==> config.mk <==
export PLATFORM = sky130hd
export DESIGN_NAME = compass_heading_atan2
export DESIGN_NICKNAME = d
export VERILOG_FILES = /design/src/rtl/cha_pkg.sv /design/src/rtl/compass_heading_atan2.sv
export SDC_FILE = /design/constraint.sdc
export NUM_CORES = 2
export LEC_CHECK = 0
export BUFFER_PORTS_ARGS = -buffer_cell sky130_fd_sc_hd__buf_2
export CAP_MARGIN = 20
export CELL_PAD_IN_SITES_DETAIL_PLACEMENT = 0
export CELL_PAD_IN_SITES_GLOBAL_PLACEMENT = 1
export CORE_ASPECT_RATIO = 0.7
export CORE_UTILIZATION = 30
export DETAILED_ROUTE_END_ITERATION = 12
export PLACE_DENSITY = 0.5
export SLEW_MARGIN = 20
export SYNTH_ARGS = -nofsm -noshare
export SYNTH_HDL_FRONTEND = slang
export SYNTH_SLANG_ARGS = --single-unit
==> constraint.sdc <==
create_clock -name i_clk -period 50.9 [get_ports i_clk]
set_input_delay 5.09 -clock i_clk [delete_from_list [all_inputs] [get_ports i_clk]]
set_output_delay 5.09 -clock i_clk [all_outputs]
set_load 0.03 [all_outputs]
==> src/rtl/cha_pkg.sv <==
// Shared widths, angle constants and the arctangent table for the compass heading pipeline.
package cha_pkg;

    localparam int VEC_W     = 27;
    localparam int ANG_W     = 26;
    localparam int IN_W      = 16;
    localparam int HEAD_W    = 15;
    localparam int TABLE_LEN = 24;

    localparam logic signed [ANG_W-1:0] DEG180_FIX = 26'sd11796480;
    localparam logic signed [ANG_W-1:0] DEG360_FIX = 26'sd23592960;
    localparam logic signed [ANG_W-1:0] ROUND_HALF = 26'sd512;
    localparam logic [HEAD_W:0]         HEADING_FULL = 16'd23040;

    typedef logic signed [VEC_W-1:0] t_vec;
    typedef logic signed [ANG_W-1:0] t_ang;

    // Arctangent of 2^-i in degrees, scaled by 2^16 and rounded to nearest.
    localparam t_ang ANGLE_STEP [TABLE_LEN] = '{
        26'sd2949120, 26'sd1740967, 26'sd919879, 26'sd466945,
        26'sd234379,  26'sd117304,  26'sd58666,  26'sd29335,
        26'sd14668,   26'sd7334,    26'sd3667,   26'sd1833,
        26'sd917,     26'sd458,     26'sd229,    26'sd115,
        26'sd57,      26'sd29,      26'sd14,     26'sd7,
        26'sd4,       26'sd2,       26'sd1,      26'sd0
    };

endpackage

==> src/rtl/compass_heading_atan2.sv <==
// A sample moves through the pre-rotation, CORDIC stage and heading output registers.
// One sample per cycle unless stalled; each micro-rotation has its own pipeline stage.
// When the output is stalled while it holds a heading, the whole pipeline holds in place.
// Reset is synchronous and active low; it clears only the valid bits of the pipeline.
// Top level of the vectoring CORDIC that turns magnetometer X and Y counts into a heading.
module compass_heading_atan2 #(
    parameter int CORDIC_STAGES = 16
) (
    input  logic                        i_clk,
    input  logic                        i_rst_n,
    input  logic                        i_valid,
    output logic                        o_stall,
    input  logic signed [cha_pkg::IN_W-1:0] i_mag_x,
    input  logic signed [cha_pkg::IN_W-1:0] i_mag_y,
    output logic                        o_valid,
    input  logic                        i_stall,
    output logic [cha_pkg::HEAD_W-1:0]  o_heading
);
    import cha_pkg::*;

    localparam int NS = (CORDIC_STAGES > TABLE_LEN) ? TABLE_LEN :
                        ((CORDIC_STAGES < 1) ? 1 : CORDIC_STAGES);

    t_vec r_x [NS+1];
    t_vec r_y [NS+1];
    t_ang r_z [NS+1];
    logic r_vld  [NS+1];
    logic r_zero [NS+1];

    t_vec n_x [NS+1];
    t_vec n_y [NS+1];
    t_ang n_z [NS+1];

    logic              r_out_vld;
    logic [HEAD_W-1:0] r_heading;
    logic [HEAD_W-1:0] n_heading;
    logic              w_en;

    t_vec w_x_in;
    t_vec w_y_in;
    t_ang w_z_fold;
    logic [HEAD_W:0] w_h_raw;

    assign w_en    = !(r_out_vld && i_stall);
    assign o_stall = r_out_vld && i_stall;
    assign o_valid = r_out_vld;
    assign o_heading = r_heading;

    assign w_x_in = {{(VEC_W-IN_W-8){i_mag_x[IN_W-1]}}, i_mag_x, 8'd0};
    assign w_y_in = {{(VEC_W-IN_W-8){i_mag_y[IN_W-1]}}, i_mag_y, 8'd0};

    always_comb begin
        if (w_x_in[VEC_W-1]) begin
            n_x[0] = -w_x_in;
            n_y[0] = -w_y_in;
            n_z[0] = DEG180_FIX;
        end else begin
            n_x[0] = w_x_in;
            n_y[0] = w_y_in;
            n_z[0] = '0;
        end
        for (int i = 0; i < NS; i++) begin
            if (!r_y[i][VEC_W-1]) begin
                n_x[i+1] = r_x[i] + (r_y[i] >>> i);
                n_y[i+1] = r_y[i] - (r_x[i] >>> i);
                n_z[i+1] = r_z[i] + ANGLE_STEP[i];
            end else begin
                n_x[i+1] = r_x[i] - (r_y[i] >>> i);
                n_y[i+1] = r_y[i] + (r_x[i] >>> i);
                n_z[i+1] = r_z[i] - ANGLE_STEP[i];
            end
        end
    end

    always_comb begin
        w_z_fold = r_z[NS] + (r_z[NS][ANG_W-1] ? DEG360_FIX : '0) + ROUND_HALF;
        w_h_raw  = w_z_fold[ANG_W-1:10];
        if (r_zero[NS]) begin
            n_heading = '0;
        end else if (w_h_raw >= HEADING_FULL) begin
            n_heading = HEAD_W'(w_h_raw - HEADING_FULL);
        end else begin
            n_heading = w_h_raw[HEAD_W-1:0];
        end
    end

    always_ff @(posedge i_clk) begin
        if (!i_rst_n) begin
            for (int i = 0; i <= NS; i++) begin
                r_vld[i] <= 1'b0;
            end
            r_out_vld <= 1'b0;
        end else if (w_en) begin
            r_vld[0] <= i_valid;
            for (int i = 0; i < NS; i++) begin
                r_vld[i+1] <= r_vld[i];
            end
            r_out_vld <= r_vld[NS];
        end
    end

    always_ff @(posedge i_clk) begin
        if (w_en) begin
            r_zero[0] <= (i_mag_x == '0) && (i_mag_y == '0);
            for (int i = 0; i <= NS; i++) begin
                r_x[i] <= n_x[i];
                r_y[i] <= n_y[i];
                r_z[i] <= n_z[i];
            end
            for (int i = 0; i < NS; i++) begin
                r_zero[i+1] <= r_zero[i];
            end
            r_heading <= n_heading;
        end
    end

    a_stall_only_when_full: assert property (@(posedge i_clk) disable iff (!i_rst_n)
        o_stall |-> r_out_vld)
        else $error("stall raised with an empty output register");

    a_prerot_nonneg: assert property (@(posedge i_clk) disable iff (!i_rst_n)
        r_vld[0] |-> !r_x[0][VEC_W-1])
        else $error("pre-rotation left a negative x");

    a_last_reaches_out: assert property (@(posedge i_clk) disable iff (!i_rst_n)
        (r_vld[NS] && !o_stall) |=> o_valid)
        else $error("last CORDIC stage lost its transaction");

    a_heading_range: assert property (@(posedge i_clk) disable iff (!i_rst_n)
        o_valid |-> ({1'b0, o_heading} < HEADING_FULL))
        else $error("heading out of range");

endmodule

## Word-level counts from Yosys, hierarchy flattened

Memories as Yosys holds them, arrays and structs flattened. A register that Yosys moved wholly into a read port is not among the register bits.
Index checks and enable logic that the tools add are counted.

| cells by class | value |
|---|---|
| add/sub/neg operators | 100 |
| magnitude comparators | 1 |
| mux-type cells | 74 |
| bitwise logic cells | 17 |
| reduce and logical (&&, ||, !) cells | 6 |

Operators by type and width:

| kind | count |
|---|---|
| 2-to-1 mux 27 bit | 34 |
| 2-to-1 mux 26 bit | 16 |
| adder 27 x 12 -> 27 bit | 2 |
| adder 27 x 13 -> 27 bit | 2 |
| adder 27 x 14 -> 27 bit | 2 |
| adder 27 x 15 -> 27 bit | 2 |
| adder 27 x 16 -> 27 bit | 2 |
| adder 27 x 17 -> 27 bit | 2 |
| adder 27 x 18 -> 27 bit | 2 |
| adder 27 x 19 -> 27 bit | 2 |
| adder 27 x 20 -> 27 bit | 2 |
| adder 27 x 21 -> 27 bit | 2 |
| adder 27 x 22 -> 27 bit | 2 |
| adder 27 x 23 -> 27 bit | 2 |
| adder 27 x 24 -> 27 bit | 2 |
| adder 27 x 25 -> 27 bit | 2 |
| adder 27 x 26 -> 27 bit | 2 |
| negator 24 -> 27 bit | 2 |
| subtractor 27 x 12 -> 27 bit | 2 |
| subtractor 27 x 13 -> 27 bit | 2 |
| subtractor 27 x 14 -> 27 bit | 2 |
| subtractor 27 x 15 -> 27 bit | 2 |
| subtractor 27 x 16 -> 27 bit | 2 |
| subtractor 27 x 17 -> 27 bit | 2 |
| other kinds (54) | 104 |

| word-level totals | value |
|---|---|
| register bits | 15 |
| RAM bits | 1394 |
| logic and storage cells | 204 |
| memories kept | 5 |

Memories:

| name | words | bits a word | read ports | clocked after Yosys merged registers in | write ports | line | source |
|---|---|---|---|---|---|---|---|
| r_x | 17 | 27 | 16 | 0 | 17 | compass_heading_atan2.sv:24 | `t_vec r_x [NS+1];` |
| r_y | 17 | 27 | 16 | 0 | 17 | compass_heading_atan2.sv:25 | `t_vec r_y [NS+1];` |
| r_z | 17 | 26 | 17 | 0 | 17 | compass_heading_atan2.sv:26 | `t_ang r_z [NS+1];` |
| r_vld | 17 | 1 | 17 | 1 | 17 | compass_heading_atan2.sv:27 | `logic r_vld [NS+1];` |
| r_zero | 17 | 1 | 17 | 0 | 17 | compass_heading_atan2.sv:28 | `logic r_zero [NS+1];` |

## Depth between registers and ports, before layout

An unclocked memory read counts as a cell.

| depth | value |
|---|---|
| word-level depth | 6 |
| gate-level depth with buffers | 20 |
| gate-level depth less buffers | 20 |

## Worst setup path before layout

OpenSTA, ideal clock, no wires.

| timing path | value |
|---|---|
| path type | input -> register |
| start point | input port i_stall |
| end point | memory r_vld[10] (data pin) |
| library setup time | 0.316 ns |
| arrival time | 37.863 ns |
| path slack | 12.721 ns |
| cell stages on the path | 3 |
| cell sequence | nand2_1 clkbuf_1 and3_1 |

RTL lines:

| item | line | source |
|---|---|---|
| start: declaration | compass_heading_atan2.sv:16 | `input logic i_stall,` |
| end: declaration | compass_heading_atan2.sv:27 |  |

## Worst setup path in the final report

| timing path | value |
|---|---|
| start point | input port i_stall |
| end point | output port o_stall |

| on the way | value |
|---|---|
| word-level cells in the longest chain between the ends | 1 |

RTL lines:

| item | line | source |
|---|---|---|
| logical AND 1 bit | compass_heading_atan2.sv:45 | `assign o_stall = r_out_vld && i_stall;` |
| end: declaration | compass_heading_atan2.sv:12 | `output logic o_stall,` |

No other way between the ends.

==> results.md <==
* Overall die width at 664.6 um
* Worst Path Arrival at 6010 ps
* Filler instances at 30,770
* Met1 WL at 143.7 mm
* Nets at 10,740
* Vias in the first global route at 66,060
* Routed wl met3 at 15.18 mm
* Outcome: finished, final reports clean
* Required time worst endpoint at 45,810 ps
* Dpl hpwl at 203.2 mm
* Die Ht at 465.8 um
* R2R depth at 15
* Minimum hold slack at 417.3 ps
* Initial antenna violation count at 17
* Fin cells at 13,670
* Yosys warnings at 0
* Rel. slew slack at 24.45%
* Most common cell after layout, fill and taps aside: edfxtp_1
* ANT nets after route at 0
* Achievable clock frequency at 90.12 MHz
* Clock transition at path regs at 60 ps
* CTS tree: built
* Initial Utilization at 30.30%
* DIE AREA at 309,600 um^2
* GPL Wtd Cong at 0.8319
* Post-Route WL at 256.2 mm
* Routed len/inst at 18.74 um
* # H-tree levels at 4
* Post-synth EDFFs at 1,143
* Startpoint Class: input port
* Max-Cap Viols at 0
* Highest metal used: met5
* Core Box Area at 304,300 um^2
* Commonest non-fill, non-tap cells in the layout: edfxtp_1, ha_1, a21oi_1
* Fin crit share at 21.80%
* Least-Margin Pin Slew at 1123 ps
* Crit-path leading delay family: buffers and inverters
* Share of layout cells above drive strength 1 at 4.240%
* Synth async-reset ratio at 0%
* Drt first pass iters at 6
* Layout area overhead at 10.71%
* IO Port Bufs at 52
* Synth unique cells at 82
* I/O pins at 53
* Max-slew violations at 0
* Residual DRC at 0
* Cell mode on critical path: buf_2
* # Post-CTS Setup Buffers at 0
* Post_cts resized at 0
* Levels on crit path at 4
* HP Class: reg2reg
* First-pass GRT wire length at 395.6 mm
* Number of hold violations in the final report at 0
* WS Path Type: in2out
* CTS Hold Buffers Added at 0
* Critical path buffers and inverters at 3
* Starting DRT DRC Count at 4,822
* Largest net degree at the start of global routing at 117
* Total number of vias at 69,040
* Root Buffer: clkbuf_16
* Syn Area/Cell at 9.803 um^2
* CP max stage delay at 430 ps
* Crit-path max FO at 51
* Min cycle time layout at 11,100 ps
* Placed Instances at 13,410
* Total congestion overflow at 0
* Met2 wire length at 93.04 mm
* Cts bufs inserted at 150
* CP Cell Sequence: buf_2 > nand2_4 > inv_1 > buf_2
* GRT Total Usage at 16.13%
* Hold Path Cell Cnt at 0
* Ys flop type: edfxtp_1
* Clock sinks at 1,144
* Core Rows at 169
* Unrepaired setup endpoints after global routing: no
* Later-pin clock latency in the skew report at 850 ps
* Skew final at 52.82 ps
* Seq/Total Area, Yosys at 37.25%
* Vias per cell at 5.052
* Synth Cell Area at 92,190 um^2
* Mapped Cells at 9,405
* Setup-failing EPs final at 0
* Multi-input gate area at 55,780 um^2
* Setup TNS at 0 ps
* Sequential Area at 34,340 um^2
* CP endpoint kind: output port
* Worst path slowest cell: nand2_4
* Core Util, Final at 33.54%
* Worst-case clock buffer depth at 4
* Seq cells post-synth at 1,144
## registers in the layout, indices dropped and copies added, names as in the netlist
signal / count
r_z: 361
r_zero: 17
o_valid: 1
r_vld: 17
r_x: 357
r_y: 376
o_heading: 15
## path summary, 6_finish.rpt
kind                    start  slack (ps)          end
hold reg to reg   r_z[0][209]         420  r_z[0][235]
setup / recovery      i_stall       39800      o_stall
hold / removal    r_z[0][209]         420  r_z[0][235]
setup reg to reg  r_y[0][188]       45060  r_x[0][214]
## area by class of cell
cell class                 count  share of cell area (%)
antenna                        1                0.002452
clock buffer                 172                   3.800
clock inverter                84                  0.6791
inverter                     441                   1.622
multi-input combinational   7698                   54.65
sequential                  1144                   33.65
tap                         4018                   4.925
timing repair buffer         108                  0.6791
## cells by family (layout without fill, tap and decap cells)
group / after synthesis / in the layout / share of synthesized area [%]
flip-flops: 1144 / 1144 / 37.25
buffers and inverters: 565 / 805 / 2.306
AND/OR/NAND/NOR: 2504 / 2504 / 13.01
multiplexers: 54 / 54 / 0.6284
adder cells (fa/ha/maj): 1164 / 1164 / 16.07
other: 1 / 4 / 0.004068
XOR/XNOR: 1348 / 1348 / 12.81
AO/OA/AOI/OAI: 2625 / 2625 / 17.93
## per-layer routing
layer | GRT usage [%] | vias up
met5 | 0 | -
met4 | 2.768 | 4
met3 | 3.237 | 231
met2 | 21.03 | 1315
met1 | 26.60 | 32590
li1 | - | 34900
## cell usage after synthesis, drive strengths merged (13+ instances only)
master	number	area (um^2)
o2111ai	13	113.9
o211ai	32	240.2
o41ai	27	236.5
a31o	27	236.5
and4	16	140.1
or3	60	375.4
nor3b	13	97.59
and3	110	688.2
a41oi	22	192.7
nand3	128	640.6
o21bai	92	690.7
or4	27	202.7
buf	26	102.6
and2	52	325.3
a221oi	18	163.9
a211o	29	254.0
o31a	21	183.9
a21boi	40	300.3
nand4	51	319.1
mux2i	23	230.2
fa	33	660.6
a21o	374	2808
nor2b	165	1032
clkbuf	98	367.9
xor2	448	3924
nor2	908	3408
ha	1131	14150
nor3	247	1236
edfxtp	1143	34320
nand2b	167	1045
o21ai	452	2262
a21oi	944	4725
o31ai	45	337.8
mux2	31	349.1
nor4	60	375.4
nand2	440	1652
xnor2	900	7883
or2	24	150.1
a211oi	69	523.0
a31oi	108	675.7
nand3b	14	105.1
inv	440	1652
a2111oi	19	166.4
o21a	170	1276
## through the flow
stage,instance area (um^2),setup WS [ps]
after floorplan,92200,12720
after global placement,97490,39760
after detailed placement,97490,39760
after CTS,102100,39760
after global routing,102100,39670
final,102100,39800
Power is not shown: default switching activity piles up to over one toggle a cycle in this logic, so the estimate is an artifact.
